--- config.mk ---
export PLATFORM = sky130hd
export DESIGN_NAME = multi_channel_heartbeat_watchdog_core
export DESIGN_NICKNAME = d
export VERILOG_FILES = /design/src/mchw_pkg.sv /design/src/mchw_cell.sv /design/src/multi_channel_heartbeat_watchdog_core.sv
export VERILOG_INCLUDE_DIRS = /design/src /design/src/src
export SDC_FILE = /design/constraint.sdc
export NUM_CORES = 2
export LEC_CHECK = 0
export ABC_AREA = 1
export CORE_MARGIN = 5
export CORE_UTILIZATION = 30
export DETAILED_ROUTE_END_ITERATION = 6
export DONT_BUFFER_PORTS = 1
export SLEW_MARGIN = 20
export SYNTH_ARGS = -nofsm -noshare
export SYNTH_HDL_FRONTEND = slang
export SYNTH_SLANG_ARGS = --single-unit
--- constraint.sdc ---
create_clock -name i_clk -period 5.5 [get_ports i_clk]
set_input_delay 1.65 -clock i_clk [delete_from_list [all_inputs] [get_ports i_clk]]
set_output_delay 1.65 -clock i_clk [all_outputs]
set_load 0.1 [all_outputs]
--- src/multi_channel_heartbeat_watchdog_core_defines.svh ---
// Assertion macros for the heartbeat watchdog core.
// No dependencies; included by the top level only.
`ifndef MULTI_CHANNEL_HEARTBEAT_WATCHDOG_CORE_DEFINES_SVH
`define MULTI_CHANNEL_HEARTBEAT_WATCHDOG_CORE_DEFINES_SVH

// same-cycle implication, gated off during reset
`define MCHW_ASSERT_NOW(label, ante, cons, msg) \
    label: assert property (@(posedge i_clk) disable iff (!i_rst_n) \
        (ante) |-> (cons)) else $error(msg);

// next-cycle implication, gated off during reset
`define MCHW_ASSERT_NEXT(label, ante, cons, msg) \
    label: assert property (@(posedge i_clk) disable iff (!i_rst_n) \
        (ante) |=> (cons)) else $error(msg);

`endif

--- src/mchw_pkg.sv ---
// Shared types and constants for the heartbeat watchdog core.
// No dependencies; used by mchw_cell and the top level.
package mchw_pkg;

    localparam int unsigned NUM_CHANNELS = 8;
    localparam int unsigned CHAN_SLOTS   = 8;
    localparam int unsigned NUM_CELLS    = (NUM_CHANNELS < CHAN_SLOTS) ? NUM_CHANNELS
                                                                        : CHAN_SLOTS;
    localparam int unsigned CNT_W        = (NUM_CELLS > 1) ? $clog2(NUM_CELLS) : 1;

    localparam int unsigned CHAN_W  = 3;
    localparam int unsigned SEQ_W   = 16;
    localparam int unsigned TYPE_W  = 4;
    localparam int unsigned TIME_W  = 32;
    localparam int unsigned TMO_W   = 16;

    localparam logic [TMO_W-1:0] TIMEOUT_RESET = 16'd5;

    localparam logic OP_BEAT = 1'b0;
    localparam logic OP_TICK = 1'b1;

    localparam logic KIND_RECEIPT = 1'b0;
    localparam logic KIND_TIMEOUT = 1'b1;

    typedef struct packed {
        logic              opcode;
        logic [CHAN_W-1:0] channel;
        logic [SEQ_W-1:0]  seq_number;
        logic [TYPE_W-1:0] msg_type;
    } t_in;

    typedef struct packed {
        logic              kind;
        logic [CHAN_W-1:0] chan_out;
        logic [SEQ_W-1:0]  seq_out;
        logic [TYPE_W-1:0] type_out;
        logic              gap_found;
        logic [SEQ_W-1:0]  gap_first;
        logic [SEQ_W-1:0]  gap_last;
        logic              last_of_run;
    } t_out;

    // scan token handed from cell to cell, carrying the new time
    typedef struct packed {
        logic              active;
        logic [TIME_W-1:0] now;
    } t_scan;

endpackage

--- src/mchw_cell.sv ---
// One channel cell: stored sequence, last beat stamp, timeout check.
// Depends on mchw_pkg. Passes the scan token to its neighbor each cycle.
module mchw_cell (
    input  logic                          i_clk,
    input  logic                          i_rst_n,
    input  logic                          i_wr,
    input  logic [mchw_pkg::SEQ_W-1:0]    i_seq,
    input  logic [mchw_pkg::TIME_W-1:0]   i_now,
    input  logic [mchw_pkg::TMO_W-1:0]    i_timeout,
    input  mchw_pkg::t_scan               i_scan,
    output mchw_pkg::t_scan               o_scan,
    output logic [mchw_pkg::SEQ_W-1:0]    o_seq,
    output logic                          o_hit
);

    logic [mchw_pkg::SEQ_W-1:0]  r_seq,   n_seq;
    logic [mchw_pkg::TIME_W-1:0] r_stamp, n_stamp;
    mchw_pkg::t_scan             r_scan;
    logic [mchw_pkg::TIME_W-1:0] age;

    always_comb begin
        age     = i_scan.now - r_stamp;
        o_hit   = i_scan.active && (age > mchw_pkg::TIME_W'(i_timeout));
        n_seq   = r_seq;
        n_stamp = r_stamp;
        if (o_hit) begin
            // expired: restart the channel at the new time
            n_seq   = '0;
            n_stamp = i_scan.now;
        end else if (i_wr) begin
            n_seq   = i_seq;
            n_stamp = i_now;
        end
    end

    always_ff @(posedge i_clk) begin
        if (!i_rst_n) begin
            r_seq   <= '0;
            r_stamp <= '0;
            r_scan  <= '0;
        end else begin
            r_seq   <= n_seq;
            r_stamp <= n_stamp;
            r_scan  <= i_scan;
        end
    end

    assign o_scan = r_scan;
    assign o_seq  = r_seq;

endmodule

--- src/multi_channel_heartbeat_watchdog_core.sv ---
// Heartbeat watchdog over NUM_CELLS channels. A heartbeat word (start while busy is
// low) gives its receipt on o_res in the next cycle, with o_strobe high, and the next
// word may follow at once. A tick word holds busy high through the scan and flush
// states, so the next word is taken once busy drops: a scan token walks the
// row of channel cells, one cell per cycle, and each expired channel gives a timeout
// word in ascending channel order, the last one flagged last_of_run and shown in the
// first cycle after busy drops.
// The receiver cannot stall: every word on o_res is valid for one cycle only.
// Timeout register writes are taken whenever busy is low.
`include "multi_channel_heartbeat_watchdog_core_defines.svh"

module multi_channel_heartbeat_watchdog_core (
    input  logic                          i_clk,
    input  logic                          i_rst_n,
    input  logic                          start,
    output logic                          busy,
    input  mchw_pkg::t_in                 i_cmd,
    output logic                          o_strobe,
    output mchw_pkg::t_out                o_res,
    input  logic                          i_cfg_valid,
    output logic                          o_cfg_ready,
    input  logic [mchw_pkg::TMO_W-1:0]    i_cfg_data
);

    localparam int unsigned N = mchw_pkg::NUM_CELLS;

    typedef enum logic [2:0] {
        ST_IDLE  = 3'b001,
        ST_SCAN  = 3'b010,
        ST_FLUSH = 3'b100
    } t_state;

    t_state                          r_state, n_state;
    logic [mchw_pkg::CNT_W-1:0]      r_cnt,   n_cnt;
    logic [mchw_pkg::TIME_W-1:0]     r_now,   n_now;
    logic [mchw_pkg::TMO_W-1:0]      r_timeout;
    mchw_pkg::t_scan                 r_launch, n_launch;
    logic                            r_pend_v, n_pend_v;
    mchw_pkg::t_out                  r_pend,   n_pend;
    logic                            r_strobe, n_strobe;
    mchw_pkg::t_out                  r_res,    n_res;

    mchw_pkg::t_scan                 chain [N+1];
    logic [mchw_pkg::SEQ_W-1:0]      cell_seq [N];
    logic [N-1:0]                    hits;
    logic [N-1:0]                    wr;

    logic                            accept;
    logic                            watched;
    logic [mchw_pkg::SEQ_W-1:0]      prev_seq;
    logic [mchw_pkg::SEQ_W:0]        prev_inc;
    logic                            gap;

    assign accept      = start && !busy;
    assign busy        = (r_state != ST_IDLE);
    assign o_cfg_ready = (r_state == ST_IDLE);
    assign watched     = ((mchw_pkg::CHAN_W + 1)'(i_cmd.channel) <
                          (mchw_pkg::CHAN_W + 1)'(N));

    assign chain[0] = r_launch;

    for (genvar g = 0; g < N; g++) begin : g_cell
        assign wr[g] = accept && (i_cmd.opcode == mchw_pkg::OP_BEAT) &&
                       (i_cmd.channel == mchw_pkg::CHAN_W'(g));
        mchw_cell u_cell (
            .i_clk     (i_clk),
            .i_rst_n   (i_rst_n),
            .i_wr      (wr[g]),
            .i_seq     (i_cmd.seq_number),
            .i_now     (r_now),
            .i_timeout (r_timeout),
            .i_scan    (chain[g]),
            .o_scan    (chain[g+1]),
            .o_seq     (cell_seq[g]),
            .o_hit     (hits[g])
        );
    end

    // previous sequence of the addressed channel
    always_comb begin
        prev_seq = '0;
        for (int unsigned k = 0; k < N; k++) begin
            if (i_cmd.channel == mchw_pkg::CHAN_W'(k)) begin
                prev_seq = cell_seq[k];
            end
        end
        prev_inc = {1'b0, prev_seq} + 1'b1;
        gap      = (prev_seq != '0) && ({1'b0, i_cmd.seq_number} > prev_inc);
    end

    always_comb begin
        n_state  = r_state;
        n_cnt    = r_cnt;
        n_now    = r_now;
        n_launch = '{active: 1'b0, now: r_now};
        n_pend_v = r_pend_v;
        n_pend   = r_pend;
        n_strobe = 1'b0;
        n_res    = r_res;
        unique case (r_state)
            ST_IDLE: begin
                if (accept) begin
                    if (i_cmd.opcode == mchw_pkg::OP_TICK) begin
                        n_now    = r_now + 1'b1;
                        n_launch = '{active: 1'b1, now: r_now + 1'b1};
                        n_cnt    = '0;
                        n_state  = ST_SCAN;
                    end else if (watched) begin
                        n_strobe          = 1'b1;
                        n_res.kind        = mchw_pkg::KIND_RECEIPT;
                        n_res.chan_out    = i_cmd.channel;
                        n_res.seq_out     = i_cmd.seq_number;
                        n_res.type_out    = i_cmd.msg_type;
                        n_res.gap_found   = gap;
                        n_res.gap_first   = gap ? prev_inc[mchw_pkg::SEQ_W-1:0] : '0;
                        n_res.gap_last    = gap ? (i_cmd.seq_number - 1'b1) : '0;
                        n_res.last_of_run = 1'b1;
                    end
                end
            end
            ST_SCAN: begin
                // hold each timeout word in r_pend until the next one or the flush, so the final one can be flagged
                if (|hits) begin
                    if (r_pend_v) begin
                        n_strobe = 1'b1;
                        n_res    = r_pend;
                    end
                    n_pend_v           = 1'b1;
                    n_pend             = '0;
                    n_pend.kind        = mchw_pkg::KIND_TIMEOUT;
                    n_pend.chan_out    = mchw_pkg::CHAN_W'(r_cnt);
                end
                if (r_cnt == mchw_pkg::CNT_W'(N - 1)) begin
                    n_state = ST_FLUSH;
                end else begin
                    n_cnt = r_cnt + 1'b1;
                end
            end
            ST_FLUSH: begin
                if (r_pend_v) begin
                    n_strobe          = 1'b1;
                    n_res             = r_pend;
                    n_res.last_of_run = 1'b1;
                end
                n_pend_v = 1'b0;
                n_state  = ST_IDLE;
            end
            default: begin
                n_state  = ST_IDLE;
                n_pend_v = 1'b0;
            end
        endcase
    end

    always_ff @(posedge i_clk) begin
        if (!i_rst_n) begin
            r_state   <= ST_IDLE;
            r_cnt     <= '0;
            r_now     <= '0;
            r_timeout <= mchw_pkg::TIMEOUT_RESET;
            r_launch  <= '0;
            r_pend_v  <= 1'b0;
            r_strobe  <= 1'b0;
        end else begin
            r_state  <= n_state;
            r_cnt    <= n_cnt;
            r_now    <= n_now;
            r_launch <= n_launch;
            r_pend_v <= n_pend_v;
            r_strobe <= n_strobe;
            if (i_cfg_valid && o_cfg_ready) begin
                r_timeout <= i_cfg_data;
            end
        end
    end

    always_ff @(posedge i_clk) begin
        r_pend <= n_pend;
        r_res  <= n_res;
    end

    assign o_strobe = r_strobe;
    assign o_res    = r_res;

    `MCHW_ASSERT_NOW(a_one_cell_hits, 1'b1, $onehot0(hits),
        "more than one cell expired at once")
    `MCHW_ASSERT_NOW(a_scan_exits_row, chain[N].active, r_state == ST_FLUSH,
        "scan token out of step with sequencer")
    `MCHW_ASSERT_NEXT(a_beat_receipt,
        accept && (i_cmd.opcode == mchw_pkg::OP_BEAT) && watched,
        o_strobe && (o_res.kind == mchw_pkg::KIND_RECEIPT) && o_res.last_of_run,
        "heartbeat receipt missing")
    `MCHW_ASSERT_NEXT(a_tick_starts, accept && (i_cmd.opcode == mchw_pkg::OP_TICK),
        busy && !o_strobe, "tick did not start a scan")

endmodule

==> results.json <==
{
  "p_clk_frac": 0.411,
  "drc": 0,
  "core.rowCount": 149,
  "endpoint_kind": "flip-flop",
  "start_kind": "flip-flop",
  "via_per_inst": 5.02,
  "numCtsBuffers": 83,
  "first_pass_iters": 6,
  "seqPwrFrac": 0.434,
  "track_usage": 0.209,
  "gp_congestion": 0.963,
  "layout.nets": 8029,
  "avgSynthCellArea_um2": 6.57,
  "die_y_um": 418,
  "hpwlAfterDp_um": 147000,
  "die_w_um": 418,
  "final_common_cell": "nand2_1",
  "crit_start": "g_cell[6].u_cell.r_stamp[3]",
  "routed_wl_um": 191000,
  "core_area_mm2": 0.165,
  "vias": 49500,
  "status": "finished, final reports clean",
  "hp-class": "reg -> reg",
  "ant_nets": 0,
  "synth_cells": 7615,
  "ys_seq_area_frac": 0.318,
  "cts_sinks": 765,
  "ir_drop_uv": 212,
  "relSlewSlack": 0.220,
  "crit_fanout": 58,
  "clk_path_buf_depth": 3,
  "io_pins": 105,
  "synth_nets": 8065,
  "grt_most_used_layer": "met2",
  "whs_ns": 0.447,
  "ctsHoldBuffers": 0,
  "clock-root-buffer": "clkbuf_16",
  "worstMarginPinSlew_ns": 1.17,
  "grt_overflow": 0,
  "synth_seq_cells": 765,
  "fin_crit_sh": 0.921,
  "timing.setup.tns_ns": 0,
  "slew_violations": 0,
  "drive_gt1_frac": 0.0447,
  "fin_worst_skew_ns": 0.0362,
  "cts_resized": 0,
  "combPwrFrac": 0.156,
  "p_per_area_mw_per_mm2": 256,
  "cts_tree": "yes",
  "io_buffers": 0,
  "avgRoutedWirePerCell_um": 19.4,
  "rsz0062_at_grt": "false",
  "ys_warn_count": 0,
  "p_switching_mw": 4.49,
  "cp.arrival_ns": 5.47,
  "grt_max_degree": 305,
  "grt_pass1_wl_um": 284000,
  "power.leakage_nw": 27.5,
  "rr_startpoint": "g_cell[6].u_cell.r_stamp[3]",
  "dp.cells": 9683,
  "syn_area_mm2": 0.0500,
  "dieArea_mm2": 0.175,
  "antenna_found_initial": 13,
  "utilization": 0.336,
  "max_freq_mhz": 197,
  "first_global_vias": 46500,
  "syn2layout_area_growth_pct": 11.2,
  "htree_levels": 3,
  "min-delay-start": "g_cell[5].u_cell.o_scan[0]",
  "synth_cell_type_count": 58,
  "crit_type": "reg -> reg",
  "p_sw_frac": 0.315,
  "post_cts_buffers": 0,
  "maxCapViolations": 0,
  "fin_cells": 9846,
  "fillers": 18000,
  "setup_viol": 0,
  "clk_pin_slew_ns": 0.07,
  "grtUsageMet3": 0.0290,
  "start_util": 0.303,
  "hold_violations": 0,
  "finalCriticalPeriod_ns": 5.07,
  "drt_iter0_drc": 4661,
  "final_cell_mix": "2,451 x nand2_1, 1,263 x inv_1, 704 x nor2_1",
  "grt_use_met1": 0.291,
  "clock_latency_ns": 0.70,
  "p_int_mw": 9.76,
  "required_ns": 5.90,
  "use_met2": 0.334
}
stage by stage:
stage               power [mW]  setup slack, ns  instance area, um2
finish                    14.3            0.433               55600
global route              14.8           0.0586               55600
CTS                       14.3            0.251               55600
detailed placement        8.49           0.0407               52800
global placement          8.47          -0.0115               52800
floorplan                 7.82            0.465               50000
critical path, cell delays in order (launching register included):
cell and delay, ns:
dfxtp_1 0.34, inv_1 0.05, ha_1 0.35, nand2_1 0.10, nand2_1 0.14, nor2_1 0.42
o21ai_1 0.22, a31oi_1 0.31, xnor2_1 0.12, ha_1 0.30, nand4_1 0.13, nor2_1 0.17
nand4_1 0.10, nand2_1 0.16, nand2_1 0.08, nor2_1 0.11, nand3_1 0.09, nor2_1 0.11
nand4_1 0.29, nand2_2 0.16, nand2_1 0.10, nor2_1 0.24, buf_4 0.21, nand3_1 0.07
nand2_1 0.11, inv_2 0.05, buf_12 0.19
Yosys cell counts, drive strengths merged:
cell     number  area (um2)
a22oi         4        30.0
o21ai       163         816
nand2      2468        9290
clkbuf      190         713
and3          4        25.0
o21a         24         180
a32oi       224        1960
buf          49         297
nor3         80         458
o21bai       43         334
fa            8         160
o211a         1        10.0
nand4       114         719
nand3b       20         150
nor2        723        2760
ha          398        4980
o2111ai       4        47.6
nor4         17         121
nand3       309        1570
a21o          4        30.0
a211oi      131         983
edfxtp       61        1830
a31oi        37         231
o311a         2        20.0
xor2        134        1170
o221ai        1        8.76
or3           1        6.26
o32ai         1        8.76
o211ai        6        45.0
and2          5        31.3
a21boi        5        37.5
nor3b         5        37.5
dfxtp       704       14100
a21oi       353        1770
a221oi        2        23.8
or2           4        25.0
nor4b         1        8.76
nand2b        2        12.5
xnor2        20         175
clkinv       11        41.3
inv        1282        4810
power by group through the flow:
| stage | Clock, mW | Combinational [mW] | Sequential, mW |
|---|---|---|---|
| finish | 5.85 | 2.22 | 6.18 |
| global route | 6.16 | 2.49 | 6.18 |
| global placement | 0 | 2.16 | 6.30 |
| CTS | 5.95 | 2.20 | 6.18 |
| detailed placement | 0 | 2.19 | 6.30 |
| floorplan | 0 | 1.56 | 6.26 |
path summary, 6_finish.rpt:
| kind | cells after the start | endpoint | slack [ns] |
|---|---|---|---|
| hold reg to reg | 2 | g_cell[6].u_cell.o_scan[0] | 0.45 |
| hold / removal | 2 | g_cell[6].u_cell.o_scan[0] | 0.45 |
| setup / recovery | 26 | o_res[16] | 0.43 |
| setup reg to reg | 26 | o_res[16] | 0.43 |
sequential cells by signal, indices dropped and copies added, names as in the netlist, 16 cells and up:
signal,count
chain,33
g_cell.u_cell.o_scan,231
g_cell.u_cell.o_seq,128
g_cell.u_cell.r_stamp,256
o_res,58
r_now,32
r_timeout,16
layer usage:
layer  routed length (um)  vias to the layer above  part of all wire
met5                    0                        -                 0
met2                83900                     1604              0.44
met3                12700                      301             0.066
met4                 6660                        0             0.035
li1                     -                    24300                 -
met1                87600                    23200              0.46
cell families (layout without fill, tap and decap cells):
logic type                 Yosys count  count (layout)  share of synthesized area
adders and majority gates          406             406                      0.103
and+or+nand+nor                   3753            3753                      0.304
xor gates and xnor gates           154             154                     0.0270
AOI/OAI and AO/OA                 1005            1005                      0.131
buffers and inverters             1532            1566                      0.117
other                                0               8                          0
DFF                                765             765                      0.318
layout make-up:
cell class	count	area (um2)	share of cell area
Clock inverter	41	460	0.00828
Multi-Input combinational cell	5318	28300	0.509
Clock buffer	114	2350	0.0423
Timing Repair Buffer	118	923	0.0166
Inverter	1293	4850	0.0873
Antenna cell	8	20.0	0.000360
Sequential cell	765	15900	0.287
Tap cell	2189	2740	0.0493
No activity file was read; power rests on OpenSTA's default activity.
